### src/assert_macros.svh
// Shared concurrent assertion forms for the RTL.
`ifndef ASSERT_MACROS_SVH
`define ASSERT_MACROS_SVH

// Property must hold at every clock edge outside reset.
`define ASSERT_CLK(label, clk, rstn, prop, msg) \
  label: assert property (@(posedge clk) disable iff (!rstn) prop) else $error(msg);

// Condition must never be seen outside reset.
`define ASSERT_NEVER(label, clk, rstn, cond, msg) \
  `ASSERT_CLK(label, clk, rstn, !(cond), msg)

`endif

### src/sfr_pkg.sv
package sfr_pkg;

  localparam int MAX_PATTERN_DEF = 16;
  localparam int MAX_REPL_DEF    = 16;
  localparam int LEN_W           = 5;
  localparam int CFG_IDX_W       = 3;
  localparam int CFG_DATA_W      = 64;

  typedef enum logic [CFG_IDX_W-1:0] {
    CFG_PAT_LEN,
    CFG_PAT_LOW,
    CFG_PAT_HIGH,
    CFG_REP_LEN,
    CFG_REP_LOW,
    CFG_REP_HIGH,
    CFG_FOLD_CASE
  } cfg_idx_t;

  typedef struct packed {
    logic [7:0] in_byte;
    logic       end_of_string;
  } sfr_in_t;

  typedef struct packed {
    logic [7:0] out_byte;
    logic       byte_valid;
    logic       run_last;
    logic       string_done;
  } sfr_out_t;

  // Per-cycle control broadcast to every window cell.
  typedef struct packed {
    logic adv;
    logic shift;
    logic fold_en;
  } cell_ctl_t;

  // Attributes of a job handed to the output buffer.
  typedef struct packed {
    logic eos;
    logic marker;
  } job_ctl_t;

  function automatic logic [7:0] fold_byte(input logic [7:0] b, input logic en);
    if (en && b >= 8'h61 && b <= 8'h7A) begin
      return b - 8'h20;
    end
    return b;
  endfunction

endpackage

### src/stream_find_replace.sv
// Byte-stream find and replace. Bytes enter on in_* and pass through a row of
// window cells, each holding one byte and comparing it with its pattern byte;
// a full window that equals the pattern is replaced, otherwise its oldest
// byte leaves. Rewritten bytes queue in a job buffer ahead of a registered
// out_* stage. The pattern length is latched when a byte arrives at an empty
// window. An item with at most one result is taken every cycle while out_stall
// is low; one with N results (N replacement bytes, or N window bytes flushed at
// end of string) holds in_stall until the single output register, one byte per
// cycle while out_stall is low, is down to the last of them. Configuration is
// written through cfg_we/cfg_index/cfg_wdata while the stream is idle.
`include "assert_macros.svh"

module stream_find_replace import sfr_pkg::*; #(
  parameter int MAX_PATTERN     = MAX_PATTERN_DEF,
  parameter int MAX_REPLACEMENT = MAX_REPL_DEF
) (
  input  logic                  clk,
  input  logic                  rst_n,
  input  logic                  in_valid,
  output logic                  in_stall,
  input  sfr_in_t               in_data,
  output logic                  out_valid,
  input  logic                  out_stall,
  output sfr_out_t              out_data,
  input  logic                  cfg_we,
  input  logic [CFG_IDX_W-1:0]  cfg_index,
  input  logic [CFG_DATA_W-1:0] cfg_wdata
);

  localparam int JD = (MAX_PATTERN > MAX_REPLACEMENT) ? MAX_PATTERN : MAX_REPLACEMENT;
  localparam int CW = $clog2(MAX_PATTERN + 1);
  localparam int RW = $clog2(JD + 1);

  logic [LEN_W-1:0]        pat_len_r;
  logic [2*CFG_DATA_W-1:0] pat_r;
  logic [LEN_W-1:0]        rep_len_r;
  logic [2*CFG_DATA_W-1:0] rep_r;
  logic                    fold_r;

  logic [CW-1:0] count_r;
  logic [CW-1:0] count_nxt;
  logic [CW-1:0] active_r;
  logic [CW-1:0] act;
  logic [CW-1:0] cnt1;
  logic [CW-1:0] eff_plen;
  logic [RW-1:0] eff_rlen;

  logic                        accept;
  logic                        eos;
  logic                        full;
  logic                        match;
  logic [MAX_PATTERN-1:0]      hit;
  logic [MAX_PATTERN-1:0][7:0] win;
  cell_ctl_t                   cell_ctl;

  logic [JD-1:0][7:0] job_bytes;
  logic [RW-1:0]      job_cnt;
  job_ctl_t           job_ctl;
  logic [RW-1:0]      job_rem;

  logic active_bad;
  logic eos_take;

  // Configuration registers.
  always_ff @(posedge clk) begin
    if (!rst_n) begin
      pat_len_r <= LEN_W'(1);
      pat_r     <= '0;
      rep_len_r <= '0;
      rep_r     <= '0;
      fold_r    <= 1'b0;
    end else if (cfg_we) begin
      unique case (cfg_idx_t'(cfg_index))
        CFG_PAT_LEN:   pat_len_r <= cfg_wdata[LEN_W-1:0];
        CFG_PAT_LOW:   pat_r[CFG_DATA_W-1:0] <= cfg_wdata;
        CFG_PAT_HIGH:  pat_r[2*CFG_DATA_W-1:CFG_DATA_W] <= cfg_wdata;
        CFG_REP_LEN:   rep_len_r <= cfg_wdata[LEN_W-1:0];
        CFG_REP_LOW:   rep_r[CFG_DATA_W-1:0] <= cfg_wdata;
        CFG_REP_HIGH:  rep_r[2*CFG_DATA_W-1:CFG_DATA_W] <= cfg_wdata;
        CFG_FOLD_CASE: fold_r <= cfg_wdata[0];
        default: ;
      endcase
    end
  end

  always_comb begin
    if (pat_len_r == '0) begin
      eff_plen = CW'(1);
    end else if (pat_len_r > LEN_W'(MAX_PATTERN)) begin
      eff_plen = CW'(MAX_PATTERN);
    end else begin
      eff_plen = CW'(pat_len_r);
    end
    if (rep_len_r > LEN_W'(MAX_REPLACEMENT)) begin
      eff_rlen = RW'(MAX_REPLACEMENT);
    end else begin
      eff_rlen = RW'(rep_len_r);
    end
  end

  assign accept = in_valid && !in_stall;
  assign eos    = in_data.end_of_string;
  assign act    = (count_r == '0) ? eff_plen : active_r;
  assign cnt1   = count_r + CW'(1);
  assign full   = (cnt1 >= act);
  assign match  = full && (&hit);

  assign cell_ctl.adv     = accept;
  assign cell_ctl.shift   = full && !match;
  assign cell_ctl.fold_en = fold_r;

  for (genvar i = 0; i < MAX_PATTERN; i++) begin : g_cell
    logic [7:0] right;
    if (i == MAX_PATTERN - 1) begin : g_end
      assign right = 8'h00;
    end else begin : g_mid
      assign right = win[i+1];
    end
    sfr_cell #(
      .IDX (i),
      .CW  (CW)
    ) u_cell (
      .clk        (clk),
      .ctl        (cell_ctl),
      .wr_pos     (count_r),
      .act_len    (act),
      .new_byte   (in_data.in_byte),
      .from_right (right),
      .pat_byte   (pat_r[8*i +: 8]),
      .cur_byte   (win[i]),
      .hit        (hit[i])
    );
  end

  always_comb begin
    count_nxt = count_r;
    if (eos || match) begin
      count_nxt = '0;
    end else if (full) begin
      count_nxt = count_r;
    end else begin
      count_nxt = cnt1;
    end
  end

  always_ff @(posedge clk) begin
    if (!rst_n) begin
      count_r  <= '0;
      active_r <= CW'(1);
    end else if (accept) begin
      count_r  <= count_nxt;
      active_r <= act;
    end
  end

  // Job for the output buffer: the replacement, or the window oldest first.
  // An empty end marker carries a zero byte.
  for (genvar i = 0; i < JD; i++) begin : g_job
    logic [7:0] rep_b;
    logic [7:0] win_b;
    if (i < MAX_REPLACEMENT) begin : g_rep
      assign rep_b = rep_r[8*i +: 8];
    end else begin : g_norep
      assign rep_b = 8'h00;
    end
    if (i < MAX_PATTERN) begin : g_win
      assign win_b = win[i];
    end else begin : g_nowin
      assign win_b = 8'h00;
    end
    assign job_bytes[i] = job_ctl.marker ? 8'h00 : (match ? rep_b : win_b);
  end

  always_comb begin
    job_ctl.eos    = eos;
    job_ctl.marker = match && eos && (eff_rlen == '0);
    if (match) begin
      job_cnt = job_ctl.marker ? RW'(1) : eff_rlen;
    end else if (eos) begin
      job_cnt = RW'(cnt1);
    end else begin
      job_cnt = full ? RW'(1) : '0;
    end
  end

  sfr_emit #(
    .DEPTH (JD)
  ) u_emit (
    .clk        (clk),
    .rst_n      (rst_n),
    .load       (accept),
    .load_bytes (job_bytes),
    .load_cnt   (job_cnt),
    .load_ctl   (job_ctl),
    .busy       (in_stall),
    .rem        (job_rem),
    .out_valid  (out_valid),
    .out_stall  (out_stall),
    .out_data   (out_data)
  );

  assign active_bad = (active_r == '0) || (active_r > CW'(MAX_PATTERN));
  assign eos_take   = accept && eos;

  `ASSERT_CLK(a_count_below_len, clk, rst_n, (count_r < active_r), "count past length")
  `ASSERT_NEVER(a_active_range, clk, rst_n, active_bad, "latched length out of range")
  `ASSERT_CLK(a_eos_clears, clk, rst_n, eos_take |=> (count_r == '0), "window not empty")
  `ASSERT_CLK(a_eos_has_result, clk, rst_n, eos_take |=> (job_rem != '0), "no end result")

endmodule

### src/sfr_cell.sv
module sfr_cell import sfr_pkg::*; #(
  parameter int IDX = 0,
  parameter int CW  = 5
) (
  input  logic          clk,
  input  cell_ctl_t     ctl,
  input  logic [CW-1:0] wr_pos,
  input  logic [CW-1:0] act_len,
  input  logic [7:0]    new_byte,
  input  logic [7:0]    from_right,
  input  logic [7:0]    pat_byte,
  output logic [7:0]    cur_byte,
  output logic          hit
);

  logic [7:0] byte_r;
  logic [7:0] byte_nxt;

  // The arriving byte lands in the cell at the current fill position.
  assign cur_byte = (wr_pos == CW'(IDX)) ? new_byte : byte_r;

  assign hit = (CW'(IDX) >= act_len) ||
               (fold_byte(cur_byte, ctl.fold_en) == fold_byte(pat_byte, ctl.fold_en));

  always_comb begin
    byte_nxt = byte_r;
    if (ctl.adv) begin
      byte_nxt = ctl.shift ? from_right : cur_byte;
    end
  end

  always_ff @(posedge clk) begin
    byte_r <= byte_nxt;
  end

endmodule

### src/sfr_emit.sv
module sfr_emit import sfr_pkg::*; #(
  parameter int DEPTH = 16
) (
  input  logic                           clk,
  input  logic                           rst_n,
  input  logic                           load,
  input  logic [DEPTH-1:0][7:0]          load_bytes,
  input  logic [$clog2(DEPTH+1)-1:0]     load_cnt,
  input  job_ctl_t                       load_ctl,
  output logic                           busy,
  output logic [$clog2(DEPTH+1)-1:0]     rem,
  output logic                           out_valid,
  input  logic                           out_stall,
  output sfr_out_t                       out_data
);

  localparam int RW = $clog2(DEPTH + 1);

  logic [DEPTH-1:0][7:0] buf_r;
  logic [RW-1:0]         rem_r;
  job_ctl_t              ctl_r;
  logic                  out_valid_r;
  sfr_out_t              out_data_r;
  logic                  pop;
  logic                  last;

  assign last = (rem_r == RW'(1));
  assign pop  = (rem_r != '0) && (!out_valid_r || !out_stall);
  // Take a new job once the buffer is empty or down to a byte that leaves this cycle.
  assign busy = (rem_r > RW'(1)) || (last && !pop);

  assign rem       = rem_r;
  assign out_valid = out_valid_r;
  assign out_data  = out_data_r;

  always_ff @(posedge clk) begin
    if (!rst_n) begin
      rem_r       <= '0;
      out_valid_r <= 1'b0;
    end else begin
      if (load) begin
        rem_r <= load_cnt;
      end else if (pop) begin
        rem_r <= rem_r - RW'(1);
      end
      if (pop) begin
        out_valid_r <= 1'b1;
      end else if (!out_stall) begin
        out_valid_r <= 1'b0;
      end
    end
  end

  always_ff @(posedge clk) begin
    if (load) begin
      buf_r <= load_bytes;
      ctl_r <= load_ctl;
    end else if (pop) begin
      for (int i = 0; i < DEPTH - 1; i++) begin
        buf_r[i] <= buf_r[i+1];
      end
    end
    if (pop) begin
      out_data_r.out_byte    <= buf_r[0];
      out_data_r.byte_valid  <= !ctl_r.marker;
      out_data_r.run_last    <= last;
      out_data_r.string_done <= last && ctl_r.eos;
    end
  end

endmodule

### config.mk
export PLATFORM = sky130hd
export DESIGN_NAME = stream_find_replace
export DESIGN_NICKNAME = d
export VERILOG_FILES = /design/src/sfr_pkg.sv /design/src/stream_find_replace.sv /design/src/sfr_cell.sv /design/src/sfr_emit.sv
export VERILOG_INCLUDE_DIRS = /design/src /design/src/src
export SDC_FILE = /design/constraint.sdc
export NUM_CORES = 1
export LEC_CHECK = 0
export CAP_MARGIN = 5
export CORE_MARGIN = 1
export CORE_UTILIZATION = 32
export DETAILED_ROUTE_END_ITERATION = 12
export DONT_BUFFER_PORTS = 1
export HOLD_SLACK_MARGIN = 0.08
export PLACE_DENSITY_LB_ADDON = 0.12
export SETUP_SLACK_MARGIN = 0.3
export SLEW_MARGIN = 20
export SYNTH_ARGS = -nofsm -noshare
export SYNTH_HDL_FRONTEND = slang
export SYNTH_SLANG_ARGS = --single-unit
### constraint.sdc
create_clock -name clk -period 8.1 [get_ports clk]
set_clock_uncertainty 0.1 [all_clocks]
set_input_delay 0.81 -clock clk [delete_from_list [all_inputs] [get_ports clk]]
set_output_delay 0.81 -clock clk [all_outputs]
set_load 0.03 [all_outputs]
* After elaboration in Yosys (flattened, before gate mapping)
Cells that the tools add are included.
Word-level totals: output and inout port bits 13, register bits after elaboration 552, word-level logic and storage cells 493
Operators by class: muxes and demuxes 174, reduce and logical (&&, ||, !) cells 112, order comparisons 84, add/subtract/negate cells 34, equality and inequality tests 40
Operators with widths (number):
- $mux W8 | 126
- $ge A8 B7 Y1 const B | 32
- $le A8 B7 Y1 const B | 32
- $sub A8 B6 Y8 const B | 32
- $mux W120 | 2
- $eq A8 B8 Y1 | 16
- $logic_and A1 B1 Y1 | 72
- $mux W5 | 11
- $eq A5 B4 Y1 const B | 8
- $ge A4 B5 Y1 const A | 8
- $mux W1 | 35
- $eq A5 B3 Y1 const B | 4
- $ge A3 B5 Y1 const A | 4
- $logic_or A1 B1 Y1 | 19
- $reduce_and A16 Y1 | 1
- $reduce_and A2 Y1 | 8
- $logic_not A5 Y1 | 3
- $eq A5 B1 Y1 const B | 2
- $eq A5 B2 Y1 const B | 2
- $ge A1 B5 Y1 const A | 2
- $ge A2 B5 Y1 const A | 2
- $gt A5 B5 Y1 const B | 2
- $eq A3 B3 Y1 const B | 3
- $eq A3 B2 Y1 const B | 2
- other kinds (10) | 16

* Longest topological paths before layout
Gate-level depths: netlist of the first run.
depth after elaboration 16, depth in mapped cells 20, gate-level depth less buffers 17

* By module
From an unflattened synthesis of the first run, not the netlist that was laid out.
Unflattened totals: cell total of the unflattened synthesis 3293, area total of the unflattened synthesis 31908.1 um^2
Modules (own cells, without submodules):
- stream_find_replace | instances 1, sequential area each 5545.3 um^2, cells each 1707, area an instance 12657.1 um^2
- sfr_emit | instances 1, sequential area each 4354.2 um^2, cells each 330, area an instance 6085.8 um^2
- sfr_cell (g_cell[10].u_cell) | instances 1, sequential area each 240.2 um^2, cells each 91, area an instance 932.1 um^2
- sfr_cell (g_cell[12].u_cell) | instances 1, sequential area each 240.2 um^2, cells each 91, area an instance 922.1 um^2
- sfr_cell (g_cell[8].u_cell) | instances 1, sequential area each 240.2 um^2, cells each 91, area an instance 895.9 um^2
- sfr_cell (g_cell[14].u_cell) | instances 1, sequential area each 240.2 um^2, cells each 84, area an instance 850.8 um^2
- sfr_cell (g_cell[4].u_cell) | instances 1, sequential area each 240.2 um^2, cells each 71, area an instance 827.0 um^2
- sfr_cell (g_cell[0].u_cell) | instances 1, sequential area each 240.2 um^2, cells each 76, area an instance 818.3 um^2
- sfr_cell (g_cell[5].u_cell) | instances 1, sequential area each 240.2 um^2, cells each 76, area an instance 808.3 um^2
- sfr_cell (g_cell[9].u_cell) | instances 1, sequential area each 240.2 um^2, cells each 74, area an instance 808.3 um^2
- sfr_cell (g_cell[2].u_cell) | instances 1, sequential area each 240.2 um^2, cells each 71, area an instance 805.8 um^2
- sfr_cell (g_cell[7].u_cell) | instances 1, sequential area each 240.2 um^2, cells each 77, area an instance 803.3 um^2
- sfr_cell (g_cell[13].u_cell) | instances 1, sequential area each 240.2 um^2, cells each 77, area an instance 798.3 um^2
- sfr_cell (g_cell[6].u_cell) | instances 1, sequential area each 240.2 um^2, cells each 73, area an instance 795.8 um^2
- 4 more rows

* Worst setup path before layout of the first run
Ideal clock, no wire load.
path kind in2reg, start input port out_stall, end register u_emit.buf_r[30] (netlist name), data pin, path buffers 2, arrival time 7078 ps, data required time 7825 ps, slack 746 ps, stages on the path 10, cells stage by stage nand2_1 -> a21boi_1 -> a21oi_1 -> nor2b_1 -> nand2_1 -> inv_1 -> clkbuf_1 -> clkbuf_1 -> o211ai_1 -> o211ai_1
On the way: cells in the longest elaborated chain, start to end 9
Ends and longest elaborated chain:
- from (decl) | RTL line stream_find_replace.sv:23 | input logic out_stall,
- $logic_not A1 Y1 | RTL line sfr_emit.sv:28 | assign pop = (rem_r != '0) && (!out_valid_r || !out_stall);
- $logic_or A1 B1 Y1 | RTL line sfr_emit.sv:28
- $logic_and A1 B1 Y1 | RTL line sfr_emit.sv:28
- net u_emit.pop | RTL line sfr_emit.sv:24 | logic pop;
- $logic_not A1 Y1 | RTL line sfr_emit.sv:30 | assign busy = (rem_r > RW'(1)) || (last && !pop);
- $logic_and A1 B1 Y1 | RTL line sfr_emit.sv:30
- $logic_or A1 B1 Y1 | RTL line sfr_emit.sv:30
- $logic_not A1 Y1 | RTL line stream_find_replace.sv:101 | assign accept = in_valid && !in_stall;
- $logic_and A1 B1 Y1 | RTL line stream_find_replace.sv:101
- net accept | RTL line stream_find_replace.sv:48 | logic accept;
- $mux W120 | RTL line sfr_emit.sv:55 | if (load) begin
- to (signal assigned) | RTL line sfr_emit.sv:56 | buf_r <= load_bytes;
- to (signal, indexed assignment) | RTL line sfr_emit.sv:60 | buf_r[i] <= buf_r[i+1];
- to (decl) | RTL line sfr_emit.sv:19 | logic [DEPTH-1:0][7:0] buf_r;
The timed path passes the listed nets, and every way through them passes these cells. A chain may end at the register's enable or synchronous reset.

* Worst setup path after layout of the first run
start register count_r[2], end register u_emit.buf_r[100] (netlist name), data pin
On the way: cells in the longest elaborated chain, start to end 15, elaborated cells on any way between the ends 218, classes of those cells add/sub: 17; order compare: 49; eq/ne: 31; mux: 68; reduce/logical: 53
Ends and longest elaborated chain:
- from (decl) | RTL line stream_find_replace.sv:40 | logic [CW-1:0] count_r;
- from (signal assigned) | RTL line stream_find_replace.sv:151 | count_r <= count_nxt;
- $eq A5 B1 Y1 (tied with other cells) | RTL line sfr_cell.sv:20 | assign cur_byte = (wr_pos == CW'(IDX)) ? new_byte : byte_r;
- $mux W8 | RTL line sfr_cell.sv:20
- $ge A8 B7 Y1 | RTL line sfr_pkg.sv:45 | if (en && b >= 8'h61 && b <= 8'h7A) begin
- $logic_and A1 B1 Y1 (2 in a row) | RTL line sfr_pkg.sv:45
- $mux W1 | RTL line sfr_pkg.sv:45
- $mux W8 | RTL line sfr_pkg.sv:48 | return b;
- $eq A8 B8 Y1 | RTL line sfr_cell.sv:23 | (fold_byte(cur_byte, ctl.fold_en) == fold_byte(pat_byte, ctl.fold_en));
- $logic_or A1 B1 Y1 | RTL line sfr_cell.sv:22 | assign hit = (CW'(IDX) >= act_len) ||
- $reduce_and A16 Y1 | RTL line stream_find_replace.sv:106 | assign match = full && (&hit);
- $logic_and A1 B1 Y1 | RTL line stream_find_replace.sv:106
- $logic_and A1 B1 Y1 (2 in a row) | RTL line stream_find_replace.sv:176 | job_ctl.marker = match && eos && (eff_rlen == '0);
- $mux W8 (*) | RTL line stream_find_replace.sv:171 | assign job_bytes[i] = job_ctl.marker ? 8'h00 : (match ? rep_b : win_b);
- $mux W120 (*) | RTL line sfr_emit.sv:55
Every way passes the cells marked *; elsewhere a longest branch is shown, timed or not. The select of a mux whose other input is x is not followed.

==> results of run 1 <==
## where the power goes
group	switching (mW)	leakage (nW)	total [mW]	internal, mW
Sequential	0.416	4.89	4.37	3.95
Combinational	2.30	4.90	3.27	0.966
Clock	1.29	1.11	3.10	1.80
Total	4.01	10.9	10.7	6.72
## worst min path at each step
stage | startpoint | to | cells past startpoint
2_1_floorplan | u_emit.buf_r[7] | u_emit.out_data[10] | 0
3_3_place_gp | u_emit.buf_r[7] | u_emit.out_data[10] | 0
3_5_place_dp | u_emit.buf_r[7] | u_emit.out_data[10] | 0
4_1_cts | rst_n | pat_len_r[0] | 1
5_1_grt | rst_n | pat_len_r[0] | 1
6_report | rst_n | pat_len_r[0] | 1
## sequential cells by signal (all words and copies together), names as in the netlist
register / flops
g_cell.u_cell.byte_r: 128
pat_r: 128
rep_r: 128
u_emit.buf_r: 128
u_emit.out_data: 11
active_r: 5
count_r: 5
pat_len_r: 5
rep_len_r: 5
u_emit.rem: 5
u_emit.ctl_r: 2
fold_r: 1
u_emit.out_valid: 1
## worst max-delay path, cell delays in order, from the launching register on
cell      delay (ns)
dfxtp_1         0.84
nand4b_1        0.87
mux2i_1         1.03
ha_1            0.38
nand3_1         0.08
nor2_1          0.05
nand2_1         0.10
nand3b_1        0.19
xnor2_1         0.21
nand4_1         0.16
a31oi_1         0.58
a31oi_1         0.33
or3_4           0.73
nor2_4          0.91
o311ai_0        0.24
## metrics by stage
| stage | setup slack [ns] | util | cell area, sq um | power [mW] | hold WS, ns |
|---|---|---|---|---|---|
| floorplan | 0.7463 | - | 30090 | 6.469 | 0.3003 |
| detailed placement | 1.202 | 0.3356 | 31270 | 7.685 | 0.3117 |
| global placement | 1.382 | 0.3354 | 31260 | 7.631 | 0.3030 |
| global route | 0.7450 | 0.3595 | 33510 | 11.22 | 0.1502 |
| CTS | 1.194 | 0.3595 | 33510 | 10.82 | 0.1277 |
| finish | 0.9561 | 0.3595 | 33510 | 10.74 | 0.1719 |
## cell usage after synthesis (63+ instances only)
cell | instances | share of area
nand2_1 | 730 | 0.091
a21oi_1 | 325 | 0.054
dfxtp_1 | 283 | 0.19
edfxtp_1 | 269 | 0.27
mux2i_1 | 267 | 0.089
clkbuf_1 | 188 | 0.023
nor2_1 | 184 | 0.023
nand3_1 | 156 | 0.026
o211ai_1 | 81 | 0.020
xnor2_1 | 72 | 0.021
o21ai_0 | 69 | 0.011
nor3_1 | 64 | 0.011
xor2_1 | 64 | 0.019
inv_1 | 63 | 0.0079
## cell families after synthesis
| kind of cell | count (synthesis) |
|---|---|
| and+or+nand+nor | 1298 |
| AOI/OAI and AO/OA | 733 |
| DFF | 552 |
| buffers and inverters | 306 |
| muxes | 273 |
| xor gates and xnor gates | 139 |
| adders and majority gates | 44 |
## per-layer routing
metal  vias to the layer above  global-route usage
li1                      11740                   -
met1                     12610              0.3238
met2                       856              0.3937
met3                       191             0.04296
met4                         0             0.09279
met5                         -                   0
## area by class of cell
| class | count | share of cell area |
|---|---|---|
| Sequential cell | 552 | 0.4102 |
| Tap cell | 1254 | 0.04683 |
| Clock inverter | 32 | 0.006572 |
| Inverter | 65 | 0.007730 |
| Multi-Input combinational cell | 2487 | 0.4530 |
| Timing Repair Buffer | 63 | 0.01553 |
| Clock buffer | 99 | 0.06016 |
==> metrics.md, run 1 <==
| Metric | Value |
|---|---|
| Die area | 95260 sq um |
| Fin crit share | 0.8820 |
| Syn nets | 3470 |
| Skew-Pair Late Insertion Delay | 0.63 ns |
| Fillers | 9519 |
| Peak supply drop | 0.0002098 V |
| Hold Buf Count CTS | 0 |
| Status | finished clean |
| R2r worst-path depth | 14 |
| Input/output buffers | 0 |
| Post_cts resized | 0 |
| Top sig layer | met4 |
| FMAX | 140.0 MHz |
| Row cnt | 112 |
| Async SR Flop Fraction | 0 |
| Fin crit period | 7.144 ns |
| Final setup violation count | 0 |
| Synth Warn # | 0 |
| Routed WL | 117400 um |
| # nets final | 3365 |
| Worst reg2reg startpoint | count_r[2] |
| Post-DP HPWL | 77830 um |
| Simple-Gate Fraction of Synth Area | 0.1907 |
| Crit path to | u_emit.buf_r[100] |
| Startpoint types | register |
| Mapped Area | 30090 sq um |
| GRT Util Overall | 0.2438 |
| #FFs+latches synth | 552 |
| Worst Setup SP | count_r[2] |
| FF-to-FF setup slack | 0.96 ns |
| Main synth FF type | dfxtp_1 |
| Area of the multi-input gates | 15180 sq um |
| Ant diodes | 0 |
| Worst-path maximum fanout | 46 |
| RSZ-0062 raised after global routing | false |
| Clk slew on worst S/H paths | 0.06 ns |
| Sequential cell area fraction in the yosys report | 0.4567 |
| Synth Area in XOR/XNOR | 0.04187 |
| Die Ht | 308.7 um |
| Slew @ Worst Pin | 1.108 ns |
| Initial Util | 0.3229 |
| Longest Clk Path Bufs | 3 |
| P per Cell Area | 320.5 nW/um^2 |
| H-tree lvl count | 3 |
| Synth Area in Adders | 0.01830 |
| Cell variety after synth | 87 |
| Clock Tree Root | clkbuf_16 |
| Largest family of logic cells by synthesized area | simple AND/OR/NAND/NOR gates |
| ANT nets after route | 0 |
| Final Instance Count excl. Fillers | 4552 |
| Initial antenna violation count | 1 |
| Final max-slew violation count | 0 |
| Post-synth EDFFs | 269 |
| Gate Count Post-Synth | 3345 |
| Layout cells sized above 1 | 0.08642 |
| P&R area growth vs syn | 11.35% |
| Worst slew margin | 0.2616 |
| DR pass1 iterations | 9 |
| Core area | 93190 sq um |
| Met3 WL | 7309 um |
| Multiplexer share of the synthesized area | 0.09114 |
| CP Class | reg -> reg |
| Vias in the first global route | 24230 |
| Commonest non-fill, non-tap cell in the layout | nand2_1 |
| First-pass GRT wire length | 170200 um |
| Synthesized area per cell | 8.996 sq um |
| FF/Latch Area | 13740 sq um |
| R2r endpoint | u_emit.buf_r[100] |
| Initial DRC count | 2127 |
| Placed cells | 4421 |
| Compound-Gate Fraction of Synth Area | 0.1570 |
| Most frequent cells in the layout | 727 x nand2_1, 325 x a21oi_1, 282 x dfxtp_1, 269 x edfxtp_1, 265 x mux2i_1 |
| Worst hold path class | in -> reg |
| I/O Pins | 94 |
| Drt wl/cell | 25.80 um |
| Number of max-cap violations | 0 |
| Crit path DAT | 7.35 ns |
| Num CTS Buffers | 71 |
| DRT met1 WL | 51500 um |
| Worst path required time | 8.31 ns |
| Leak | 10.90 nW |
| Via Count | 25390 |
| CTS tree | yes |
| Routed wl met2 | 54390 um |
| DRC | 0 |
| GRT overflow | 0 |
| Chip width | 308.7 um |
| GPL Wtd Cong | 0.8521 |
| Setup bufs post-CTS | 0 |
| Setup TNS | 0 ns |
| Final hold violations | 0 |
| Largest net degree at the start of global routing | 185 |
| Critical Path End Type | register |
| Vias per Instance | 5.579 |
| Clock sink count | 552 |
Note: power is estimated with default switching activity, not from simulation.
==> run 2: changes to the inputs <==
ABC_AREA = 1   (was default)
MAX_ROUTING_LAYER = met4   (was default)
==> run 2 against run 1 <==
Against the previous run:
- count of clock-buffer cells in the layout is 6 higher
- hold slack improved by 0.0097 ns
- critical path depth increased by 4
- global-route usage increased by 0.89 points
- largest power group unchanged
==> metrics.md, run 2 <==
| Metric | Value |
|---|---|
| Setup TNS | 0 ns |
| GPL Wtd Cong | 0.8804 |
| Num CTS Buffers | 69 |
| R2r endpoint | u_emit.buf_r[122] |
| Peak supply drop | 0.0002744 V |
| Fin crit period | 6.091 ns |
| Via Count | 28350 |
| Routed WL | 121100 um |
| Cell area after layout | 34000 sq um |
| Skew-Pair Late Insertion Delay | 0.63 ns |
| Vias in the first global route | 26600 |
| Leak | 14.88 nW |
| CTS tree | yes |
| Input/output buffers | 0 |
| Hold Buf Count CTS | 0 |
| CP Class | reg -> reg |
| I/O Pins | 94 |
| Chip width | 312.6 um |
| Fin crit share | 0.7519 |
| Critical Path End Type | register |
| Status | finished clean |
| Clk slew on worst S/H paths | 0.07 ns |
| Largest net degree at the start of global routing | 274 |
| P per Cell Area | 333.1 nW/um^2 |
| Placed cells | 5503 |
| Ant diodes | 0 |
| Final setup violation count | 0 |
| Longest Clk Path Bufs | 3 |
| Cell variety after synth | 39 |
| Placed inst area | 31790 sq um |
| Main synth FF type | dfxtp_1 |
| GRT Util Overall | 0.2527 |
| Clock Tree Root | clkbuf_16 |
| Crit path DAT | 6.39 ns |
| #FFs+latches synth | 552 |
| Worst slew margin | 0.2286 |
| Post-synth top area share | 0.2617 |
| Vias per Instance | 5.037 |
| Final max-slew violation count | 0 |
| DRC | 0 |
| CP peak stage delay | 0.67 ns |
| Post-DP HPWL | 82080 um |
| Final Instance Count excl. Fillers | 5627 |
| FMAX | 164.2 MHz |
| Crit path to | u_emit.buf_r[122] |
| Row cnt | 113 |
| R2r worst-path depth | 18 |
| Die area | 97700 sq um |
| Worst path required time | 8.40 ns |
| Synth top cells by count | 1364 x nand2_1, 530 x nor2_1, 456 x o21ai_0 |
| Worst reg2reg startpoint | count_r[0] |
| Crit-path cells | inv_1 > ha_1 > inv_1 > nor2_1 > nand2_1 > or2_0 > o22ai_1 > inv_1 > ha_1 > o21a_1 > o21a_1 > o21a_1 > o21ai_0 > nand2_1 > nand2_4 > buf_12 > a21oi_1 > a21oi_1 |
| Clock sink count | 552 |
| Post-synth EDFFs | 269 |
| Core area | 95290 sq um |
| Final WS setup | 2.009 ns |
| Most frequent cell after synthesis | nand2_1 |
| ANT nets after route | 0 |
| Most frequent cells in the layout | 1362 x nand2_1, 526 x nor2_1, 456 x o21ai_0, 422 x inv_1, 282 x dfxtp_1 |
| Sequential cell area fraction in the yosys report | 0.4453 |
| PnR Total Power | 11.32 mW |
| First-pass GRT wire length | 180000 um |
| Worst hold path class | in -> reg |
| Most area-hungry cell type in the Yosys netlist | edfxtp_1 |
| GRT overflow | 0 |
| DR pass1 iterations | 5 |
| Crit-path slowest cell | nor2_1 |
| Initial DRC count | 2475 |
| Slew @ Worst Pin | 1.156 ns |
| Setup bufs post-CTS | 0 |
| Ranking of synthesized cells by area | edfxtp_1 26%, dfxtp_1 18%, nand2_1 17% |
| Initial antenna violation count | 4 |
| Mapped Area | 30860 sq um |
| H-tree lvl count | 3 |
| Syn nets | 4542 |
| Synthesized area per cell | 6.988 sq um |
| RSZ-0062 raised after global routing | false |
| Die Ht | 312.6 um |
| Async SR Flop Fraction | 0 |
| Worst Setup SP | count_r[0] |
| Layout cells sized above 1 | 0.04700 |
| Startpoint types | register |
| FF-to-FF setup slack | 2.01 ns |
| # nets final | 4434 |
| Final hold violations | 0 |
| P&R area growth vs syn | 10.15% |
| Pre-CTS WS | 2.100 ns |
| Synth Warn # | 0 |
| Initial Util | 0.3239 |
| Commonest non-fill, non-tap cell in the layout | nand2_1 |
| Post_cts resized | 0 |
| Worst-path maximum fanout | 98 |
| Number of max-cap violations | 0 |
| Drt wl/cell | 21.52 um |
| Gate Count Post-Synth | 4417 |
run 2: cell families (layout without fill, tap and decap cells):
| group | Yosys count | count (layout) | synth area share |
|---|---|---|---|
| AND/OR/NAND/NOR | 2240 | 2240 | 0.2941 |
| AO/OA/AOI/OAI | 907 | 907 | 0.1495 |
| XOR/XNOR | 27 | 27 | 0.007662 |
| flip-flops | 552 | 552 | 0.4453 |
| adder cells (fa/ha/maj) | 44 | 44 | 0.01784 |
| buffers and inverters | 647 | 592 | 0.08566 |
run 2: per-stage QoR:
| stage | hold WS (ns) | utilization |
|---|---|---|
| 3_5_place_dp | 0.3056 | 0.3336 |
| 3_3_place_gp | 0.3028 | 0.3336 |
| 5_1_grt | 0.1522 | 0.3568 |
| 6_report | 0.1816 | 0.3568 |
| 2_1_floorplan | 0.3003 | - |
| 4_1_cts | 0.1456 | 0.3568 |
run 2: power by group:
| part | internal (mW) | switching (mW) | total (mW) |
|---|---|---|---|
| clock network | 1.80 | 1.30 | 3.10 |
| registers | 4.08 | 0.418 | 4.50 |
| logic | 0.958 | 2.76 | 3.72 |
| total | 6.84 | 4.48 | 11.3 |
run 2: area by class of cell:
type	count	area, sq um
Multi-Input combinational cell	3218	14530
Clock buffer	105	2077
Fill cell	10380	61300
Timing Repair Buffer	27	265.3
Clock inverter	19	131.4
Sequential cell	552	13740
Tap cell	1265	1583
Inverter	441	1668
run 2: worst min-delay path by stage:
stage                          startpoint                   to  depth (start not counted)
after floorplan           u_emit.buf_r[7]  u_emit.out_data[10]                          0
after global placement    u_emit.buf_r[7]  u_emit.out_data[10]                          0
after detailed placement  u_emit.buf_r[5]   u_emit.out_data[8]                          0
after CTS                      in_data[0]      u_emit.ctl_r[1]                          0
after global routing           in_data[0]      u_emit.ctl_r[1]                          0
final                          in_data[0]      u_emit.ctl_r[1]                          0
run 2: routing by layer:
| metal | up-vias | wire length, um | global-route usage |
|---|---|---|---|
| li1 | 14160 | - | - |
| met1 | 13400 | 55600 | 0.3324 |
| met2 | 661 | 57770 | 0.4159 |
| met3 | 126 | 5099 | 0.02860 |
| met4 | 0 | 2643 | 0.05632 |
| met5 | - | 0 | - |
run 2: critical path: cells and delay by family, from the launching register on:
kind	cells	cell delay (ns)
AO/OA/AOI/OAI	7	1.27
buffers and inverters	4	0.75
flip-flops	1	0.37
AND/OR/NAND/NOR	5	2.66
adder cells (fa/ha/maj)	2	0.51
